$ cat src/sv/mcid_pkg.sv
// Shared types and constants for the multi-channel input debouncer.
// Holds the per-channel state layout, the response layout and the register indexes.
// No dependencies.
package mcid_pkg;

   localparam int NUM_CHANNELS   = 4;
   localparam int CH_AW          = (NUM_CHANNELS > 1) ? $clog2(NUM_CHANNELS) : 1;
   localparam int CHAN_W         = 3;
   localparam int TIME_W         = 32;
   localparam int DELAY_W        = 16;
   localparam int NUM_DELAY_REGS = 4;
   localparam int POL_W          = 4;
   localparam int CSR_IDX_W      = 3;
   localparam int CSR_DATA_W     = 16;

   localparam logic [CSR_IDX_W-1:0] CSR_DELAY_CH0     = 3'd0;
   localparam logic [CSR_IDX_W-1:0] CSR_DELAY_CH1     = 3'd1;
   localparam logic [CSR_IDX_W-1:0] CSR_DELAY_CH2     = 3'd2;
   localparam logic [CSR_IDX_W-1:0] CSR_DELAY_CH3     = 3'd3;
   localparam logic [CSR_IDX_W-1:0] CSR_ACTIVE_LEVELS = 3'd4;

   typedef struct packed {
      logic              prev_sample;
      logic              accepted_level;
      logic [TIME_W-1:0] change_time;
      logic              accepted_once;
      logic              active_flag;
      logic              stable_flag;
   } chan_state_type;

   localparam int STATE_W = $bits(chan_state_type);

   typedef struct packed {
      logic is_active;
      logic is_stable;
      logic bad_channel;
   } rsp_type;

   localparam int QUEUE_DEPTH = 3;
   localparam int QCNT_W      = $clog2(QUEUE_DEPTH + 1);
   localparam int QPTR_W      = $clog2(QUEUE_DEPTH);

endpackage

$ cat src/sv/multi_channel_input_debouncer.sv
// Top level of the multi-channel input debouncer: request capture, state update, CSRs.
// Depends on mcid_pkg, mcid_ram and mcid_rsp_queue.
//
// One request per cycle is taken while req_stall is low; each gives one response.
// A request reads its channel's state from a RAM in the cycle it is taken, the next cycle
// updates and writes it back and queues the response; back-to-back requests to the same
// channel see the just-written state through a bypass. A three-deep response queue lets
// requests keep flowing while a response waits. Channel state reads as zero after reset
// through per-channel valid bits, so no clearing pass is needed. Write the delay and
// polarity registers only while no request is in flight.
module multi_channel_input_debouncer
   import mcid_pkg::*;
(
   input  logic                  clock,
   input  logic                  reset,
   input  logic                  req_valid,
   output logic                  req_stall,
   input  logic [CHAN_W-1:0]     req_channel,
   input  logic                  req_pin_level,
   input  logic [TIME_W-1:0]     req_now_ms,
   output logic                  rsp_valid,
   input  logic                  rsp_stall,
   output logic                  rsp_is_active,
   output logic                  rsp_is_stable,
   output logic                  rsp_bad_channel,
   input  logic                  csr_write,
   input  logic [CSR_IDX_W-1:0]  csr_index,
   input  logic [CSR_DATA_W-1:0] csr_data
);

   logic [DELAY_W-1:0]      delay_ff [NUM_DELAY_REGS];
   logic [POL_W-1:0]        active_levels_ff;

   logic                    req_accept;
   logic                    s1_vld_ff;
   logic [CH_AW-1:0]        s1_addr_ff;
   logic                    s1_bad_ff;
   logic                    s1_lvl_ff;
   logic [TIME_W-1:0]       s1_now_ff;

   logic [NUM_CHANNELS-1:0] ent_vld_ff, ent_vld_in;
   logic                    byp_vld_ff;
   logic [CH_AW-1:0]        byp_addr_ff;
   chan_state_type          byp_data_ff;

   logic [STATE_W-1:0]      ram_rd_data;
   logic                    ram_wr_en;
   chan_state_type          cur_state;
   chan_state_type          new_state;
   logic [TIME_W-1:0]       elapsed;
   rsp_type                 s1_rsp;
   rsp_type                 q_head;
   logic [QCNT_W-1:0]       q_count;

   // config registers
   always_ff @(posedge clock) begin
      if (reset) begin
         for (int i = 0; i < NUM_DELAY_REGS; i++) begin
            delay_ff[i] <= DELAY_W'(50);
         end
         active_levels_ff <= POL_W'(3);
      end else if (csr_write) begin
         unique case (csr_index)
            CSR_DELAY_CH0:     delay_ff[0] <= csr_data;
            CSR_DELAY_CH1:     delay_ff[1] <= csr_data;
            CSR_DELAY_CH2:     delay_ff[2] <= csr_data;
            CSR_DELAY_CH3:     delay_ff[3] <= csr_data;
            CSR_ACTIVE_LEVELS: active_levels_ff <= csr_data[POL_W-1:0];
            default: ;
         endcase
      end
   end

   // request capture
   assign req_stall  = ({1'b0, q_count} + (QCNT_W + 1)'(s1_vld_ff)) >=
                       (QCNT_W + 1)'(QUEUE_DEPTH);
   assign req_accept = req_valid && !req_stall;

   always_ff @(posedge clock) begin
      if (reset) begin
         s1_vld_ff <= 1'b0;
      end else begin
         s1_vld_ff <= req_accept;
      end
   end

   always_ff @(posedge clock) begin
      if (req_accept) begin
         s1_addr_ff <= req_channel[CH_AW-1:0];
         s1_bad_ff  <= (req_channel >= CHAN_W'(NUM_CHANNELS));
         s1_lvl_ff  <= req_pin_level;
         s1_now_ff  <= req_now_ms;
      end
   end

   mcid_ram #(
      .WIDTH (STATE_W),
      .DEPTH (NUM_CHANNELS)
   ) u_state_ram (
      .clock   (clock),
      .wr_en   (ram_wr_en),
      .wr_addr (s1_addr_ff),
      .wr_data (new_state),
      .rd_addr (req_channel[CH_AW-1:0]),
      .rd_data (ram_rd_data)
   );

   // read-modify-write of the channel state
   always_comb begin
      if (byp_vld_ff && (byp_addr_ff == s1_addr_ff)) begin
         cur_state = byp_data_ff;
      end else if (ent_vld_ff[s1_addr_ff]) begin
         cur_state = chan_state_type'(ram_rd_data);
      end else begin
         cur_state = '0;
      end
   end

   always_comb begin
      new_state = cur_state;
      if (s1_lvl_ff != cur_state.prev_sample) begin
         new_state.change_time = s1_now_ff;
         new_state.active_flag = 1'b0;
         new_state.stable_flag = 1'b0;
      end
      elapsed = s1_now_ff - new_state.change_time;
      if (elapsed > {{(TIME_W - DELAY_W){1'b0}}, delay_ff[s1_addr_ff]}) begin
         new_state.stable_flag = 1'b1;
         if ((s1_lvl_ff != cur_state.accepted_level) || !cur_state.accepted_once) begin
            new_state.accepted_level = s1_lvl_ff;
            new_state.active_flag    = (s1_lvl_ff == active_levels_ff[s1_addr_ff]);
            new_state.accepted_once  = 1'b1;
         end
      end
      new_state.prev_sample = s1_lvl_ff;
   end

   assign ram_wr_en = s1_vld_ff && !s1_bad_ff;

   always_comb begin
      ent_vld_in = ent_vld_ff;
      if (ram_wr_en) begin
         ent_vld_in[s1_addr_ff] = 1'b1;
      end
   end

   always_ff @(posedge clock) begin
      if (reset) begin
         ent_vld_ff <= '0;
         byp_vld_ff <= 1'b0;
      end else begin
         ent_vld_ff <= ent_vld_in;
         byp_vld_ff <= ram_wr_en;
      end
   end

   always_ff @(posedge clock) begin
      if (ram_wr_en) begin
         byp_addr_ff <= s1_addr_ff;
         byp_data_ff <= new_state;
      end
   end

   // response
   always_comb begin
      if (s1_bad_ff) begin
         s1_rsp = '{is_active: 1'b0, is_stable: 1'b0, bad_channel: 1'b1};
      end else begin
         s1_rsp = '{is_active: new_state.active_flag, is_stable: new_state.stable_flag,
                    bad_channel: 1'b0};
      end
   end

   mcid_rsp_queue u_rsp_queue (
      .clock      (clock),
      .reset      (reset),
      .push       (s1_vld_ff),
      .push_data  (s1_rsp),
      .pop        (rsp_valid && !rsp_stall),
      .head_valid (rsp_valid),
      .head_data  (q_head),
      .count      (q_count)
   );

   assign rsp_is_active   = q_head.is_active;
   assign rsp_is_stable   = q_head.is_stable;
   assign rsp_bad_channel = q_head.bad_channel;

   a_accept_to_s1: assert property (@(posedge clock) disable iff (reset)
      req_accept |=> s1_vld_ff)
      else $error("accepted request did not reach update stage");

   a_no_overflow: assert property (@(posedge clock) disable iff (reset)
      ({1'b0, q_count} + (QCNT_W + 1)'(s1_vld_ff)) <= (QCNT_W + 1)'(QUEUE_DEPTH))
      else $error("response queue could overflow");

   a_bad_no_write: assert property (@(posedge clock) disable iff (reset)
      (s1_vld_ff && s1_bad_ff) |-> !ram_wr_en)
      else $error("invalid channel wrote state");

   a_bad_rsp: assert property (@(posedge clock) disable iff (reset)
      (rsp_valid && rsp_bad_channel) |-> (!rsp_is_active && !rsp_is_stable))
      else $error("invalid channel response has flags set");

endmodule

$ cat src/sv/mcid_ram.sv
// Generic single-write, single-read synchronous RAM with registered read data.
// Width and depth are parameters; no package dependency.
module mcid_ram #(
   parameter int WIDTH = 8,
   parameter int DEPTH = 4
) (
   input  logic                                       clock,
   input  logic                                       wr_en,
   input  logic [((DEPTH > 1) ? $clog2(DEPTH) : 1)-1:0] wr_addr,
   input  logic [WIDTH-1:0]                           wr_data,
   input  logic [((DEPTH > 1) ? $clog2(DEPTH) : 1)-1:0] rd_addr,
   output logic [WIDTH-1:0]                           rd_data
);

   logic [WIDTH-1:0] mem [DEPTH];
   logic [WIDTH-1:0] rd_data_ff;

   always_ff @(posedge clock) begin
      if (wr_en) begin
         mem[wr_addr] <= wr_data;
      end
      rd_data_ff <= mem[rd_addr];
   end

   assign rd_data = rd_data_ff;

endmodule

$ cat src/sv/mcid_rsp_queue.sv
// Small response queue that decouples the update stage from the response stall.
// Depends on mcid_pkg for the response layout and queue depth.
module mcid_rsp_queue
   import mcid_pkg::*;
(
   input  logic              clock,
   input  logic              reset,
   input  logic              push,
   input  rsp_type           push_data,
   input  logic              pop,
   output logic              head_valid,
   output rsp_type           head_data,
   output logic [QCNT_W-1:0] count
);

   rsp_type             entry_ff [QUEUE_DEPTH];
   logic [QPTR_W-1:0]   head_ff, head_in;
   logic [QPTR_W-1:0]   tail_ff, tail_in;
   logic [QCNT_W-1:0]   count_ff, count_in;
   logic                do_pop;

   assign do_pop = pop && (count_ff != '0);

   always_comb begin
      head_in  = head_ff;
      tail_in  = tail_ff;
      count_in = count_ff;
      if (push) begin
         tail_in = (tail_ff == QPTR_W'(QUEUE_DEPTH - 1)) ? '0 : tail_ff + 1'b1;
      end
      if (do_pop) begin
         head_in = (head_ff == QPTR_W'(QUEUE_DEPTH - 1)) ? '0 : head_ff + 1'b1;
      end
      unique case ({push, do_pop})
         2'b10:   count_in = count_ff + 1'b1;
         2'b01:   count_in = count_ff - 1'b1;
         default: count_in = count_ff;
      endcase
   end

   always_ff @(posedge clock) begin
      if (reset) begin
         head_ff  <= '0;
         tail_ff  <= '0;
         count_ff <= '0;
      end else begin
         head_ff  <= head_in;
         tail_ff  <= tail_in;
         count_ff <= count_in;
      end
   end

   always_ff @(posedge clock) begin
      if (push) begin
         entry_ff[tail_ff] <= push_data;
      end
   end

   assign head_valid = (count_ff != '0);
   assign head_data  = entry_ff[head_ff];
   assign count      = count_ff;

endmodule
$ cat config.mk
export PLATFORM = sky130hd
export DESIGN_NAME = multi_channel_input_debouncer
export DESIGN_NICKNAME = d
export VERILOG_FILES = /design/src/sv/mcid_pkg.sv /design/src/sv/multi_channel_input_debouncer.sv /design/src/sv/mcid_ram.sv /design/src/sv/mcid_rsp_queue.sv
export SDC_FILE = /design/constraint.sdc
export NUM_CORES = 1
export LEC_CHECK = 0
export CAP_MARGIN = 10
export CORE_ASPECT_RATIO = 1.5
export CORE_MARGIN = 5
export CORE_UTILIZATION = 64
export CTS_CLUSTER_DIAMETER = 40
export DETAILED_ROUTE_END_ITERATION = 6
export DONT_BUFFER_PORTS = 1
export PLACE_DENSITY = 0.83
export RECOVER_POWER = 50
export SYNTH_ARGS = -nofsm -noshare
export SYNTH_HDL_FRONTEND = slang
export SYNTH_HIERARCHICAL = 1
export SYNTH_SLANG_ARGS = --single-unit
export TNS_END_PERCENT = 30
$ cat constraint.sdc
create_clock -name clock -period 7.95 [get_ports clock]
set_clock_uncertainty 0.2 [all_clocks]
set_input_delay 1.59 -clock clock [delete_from_list [all_inputs] [get_ports clock]]
set_output_delay 1.59 -clock clock [all_outputs]
set_load 0.02 [all_outputs]
==> impl_metrics.yaml <==
timing:
  setup_viol: 0
  fin_tns_setup_ns: 0
  period_share_pct: 90.1
  hold_violations: 0
  slew_viol_final: 86
  rsz0062_at_grt: "no"
  tightest_slew_ns: 2.89
  max_freq_ghz: 0.140
  finalCriticalPeriod_ns: 7.16
  setup_ws_ns: 0.789
  slew_headroom_pct: -93.0
critical_path:
  crit_family: "compound AO/OA/AOI/OAI gates"
  required_ns: 8.04
  cp_slowest_cell: "edfxtp_1"
  cp_num_buf_inv: 1
  critPathCaptureType: "flop"
  crit_path_cell_trace: "mux4_2 -> nor2b_1 -> a22oi_1 -> xnor2_2 -> buf_4 -> a221oi_1 -> a21oi_1 -> ha_1 -> fa_1 -> nand2b_1 -> a21o_1 -> a21o_1 -> nand2_1 -> xor2_1 -> ha_1 -> and3_1 -> a221o_1 -> a221o_1 -> nor3_1 -> o21ai_0 -> nand2b_1 -> nor4bb_1 -> nand2_1 -> o211ai_1"
  critPathKind: "reg2reg"
  start_kind: "flop"
  cp_max_fo: 30
  cp_slowest_stage_delay_ns: 0.64
  critical_path_arrival_ns: 7.26
yosys:
  synth.avg_cell_area_um2: 14.3
  synth_seq_cells: 353
  syn_inst: 1104
  synthArstFlopShare_pct: 0
  synthFlopType: "edfxtp_1"
  synth_edf_count: 296
  yosysTopAreaCell: "edfxtp_1"
  ys_top_cells_by_area: "edfxtp_1, dfxtp_1, mux4_2, ha_1, and2_1"
  yosysUniqueCellTypes: 70
  ys_top_cells_by_count: "edfxtp_1, nand2_1, inv_1, dfxtp_1, and2_1"
  yosys.cell_count.top_type: "edfxtp_1"
  synth_top_area_share_pct: 56.4
  yosys_warnings: 6
  seq_area_frac_synth_pct: 63.6
  synth_area_mm2: 0.0158
  synth_nets: 1218
drt:
  num_vias: 9136
  wl_per_cell_um: 22.2
  antenna_left: 0
  avgViaCountPerCell: 6.25
  firstDrtPassIters: 7
  routed_wl_mm: 32.5
  drc_errors: 0
  drtIter0Drc: 673
floorplan:
  fp.dieH_um: 202
  row_count: 70
  core-area_mm2: 0.0243
  ios: 65
  start_util_pct: 64.7
  die_area_mm2: 0.0279
  die-width_um: 138
cells_and_area:
  fin_area_mm2: 0.0173
  area.sequential_mm2: 0.0100
  fin_util_pct: 70.9
  n_antenna_cell: 0
  nets: 1222
  drive_above_1_share_pct: 11.7
  fill_cells: 1615
  syn_to_final_growth_pct: 9.58
  multi_input_area_mm2: 0.00529
placement:
  placed_area_mm2: 0.0160
  dp_slack_ns: 0.879
  portBuffers: 0
  place.gp.congestion: 0.951
  hpwl_mm: 21.0
pwr:
  p_int_uw: 3310
  pwr-share-clk_pct: 39.2
  p_comb_share_pct: 12.1
  total_leakage_power_uw: 0.00623
  swShare_pct: 24.3
  p_seq_share_pct: 48.7
  ir_drop_v: 0.000210
  p_switching_uw: 1060
  power.density_mw_per_mm2: 253
global_route:
  grt_overflow: 0
  track_usage_pct: 23.4
  grtUsageMet1_pct: 27.4
  met3_usage_pct: 4.62
  busiest_layer: "met2"
  grt_max_degree: 46
  grt_pass1_wl_mm: 51.4
  grt_pass1_vias: 9592
  antenna_found_initial: 3
  use_met2_pct: 42.4
worst_hold_path:
  hold_path.class: "reg2reg"
clock_network:
  cts_made_buffers: 37
  clk_pin_slew_ns: 0.06
  clkLatencyLatePin_ns: 0.53
  cts_htree_levels: 2
  ctsResizeCount: 0
  cts_setup_buffers: 0
  cts_num_sinks: 353
  cts_hold_buf: 0
  cts_tree: "done"
  cts-root-buf: "clkbuf_16"
  cts_buffer_depth: 3
run_status:
  outcome: "finished, violations left"
  violations: "max-capacitance violations, max-slew violations"
flow_run:
  cap_violations: 2
[placed cells by master, fill, tap and decap left out, types with 6 or more instances in the layout]
master     count
inv_1         65
nand2_1       77
o21a_1        37
and3_1         8
nor3_1        10
edfxtp_1     296
a31oi_1        8
mux4_2        48
a211oi_1       6
a21o_1        13
xor2_1        12
xnor2_1       16
buf_4          8
nor2b_1       10
a21oi_1       50
ha_1          53
mux2i_1        9
or3_1         10
nand2b_1      17
nand4_1       12
clkbuf_1       8
nor2_1        44
dfxtp_1       57
o21ai_0       28
nand3_1        6
a22oi_1       34
mux4_1         7
clkbuf_16     37
and2_1        49
[through the flow]
| step | hold WS [ns] | std cells | total power, uW |
|---|---|---|---|
| 2_1_floorplan | 0.231 | 1104 | 2570 |
| 3_3_place_gp | 0.251 | 1393 | 2680 |
| 3_5_place_dp | 0.258 | 1393 | 2690 |
| 4_1_cts | 0.270 | 1461 | 4400 |
| 5_1_grt | 0.312 | 1461 | 4550 |
| 6_report | 0.270 | 1461 | 4370 |
[registers in the layout (all words and copies together) (netlist names), named ones only]
signal / flops
u_state_ram/rd_data: 37
s1_now_ff: 32
u_rsp_queue/head_ff: 2
s1_bad_ff: 1
active_levels_ff: 4
u_state_ram/mem: 148
u_rsp_queue/tail_ff: 2
s1_addr_ff: 2
s1_lvl_ff: 1
s1_vld_ff: 1
u_rsp_queue/count: 2
byp_data_ff: 37
delay_ff: 64
ent_vld_ff: 4
byp_vld_ff: 1
u_rsp_queue/entry_ff: 9
byp_addr_ff: 2
[cells by family (layout without fill, tap and decap cells)]
group                      Yosys count  in the layout  share of synthesized area (%)
AOI/OAI and AO/OA                  223            223                           9.74
muxes                               66             66                           8.77
DFF                                353            353                           63.6
and+or+nand+nor                    270            270                           8.88
xor gates and xnor gates            29             29                           1.61
buffers and inverters              109            142                           3.02
adders and majority gates           54             54                           4.34
[power groups by stage]
stage / registers, uW / clock network (uW) / logic (uW)
finish: 2130 / 1710 / 530
global route: 2140 / 1830 / 587
CTS: 2130 / 1740 / 529
detailed placement: 2170 / 0 / 523
global placement: 2160 / 0 / 512
floorplan: 2150 / 0 / 417
[worst min-delay path, cell delays in order (launching register included)]
cell and delay, ns:
dfxtp_1 0.32, a21oi_1 0.04, nor2_1 0.07
[final timing paths]
| check | startpoint | endpoint | slack, ns | depth (start not counted) |
|---|---|---|---|---|
| setup / recovery | s1_addr_ff[0] | u_rsp_queue/entry_ff[2][2] | 0.79 | 24 |
| hold / removal | ent_vld_ff[2] | ent_vld_ff[2] | 0.27 | 2 |
| setup reg to reg | s1_addr_ff[0] | u_rsp_queue/entry_ff[2][2] | 0.79 | 24 |
| hold reg to reg | ent_vld_ff[2] | ent_vld_ff[2] | 0.27 | 2 |
[routing by layer]
layer	routed length, um	vias to the layer above
li1	-	4227
met3	1810	84
met4	1140	4
met1	12100	4508
met2	17400	313
met5	27	-
[layout make-up]
cell class / count / area share [%]
Clock buffer: 47 / 5.75
Clock inverter: 21 / 1.41
Inverter: 65 / 1.41
Multi-Input combinational cell: 642 / 30.6
Sequential cell: 353 / 58.1
Tap cell: 324 / 2.35
Timing Repair Buffer: 9 / 0.370
Note: power is estimated with default switching activity, not from simulation.
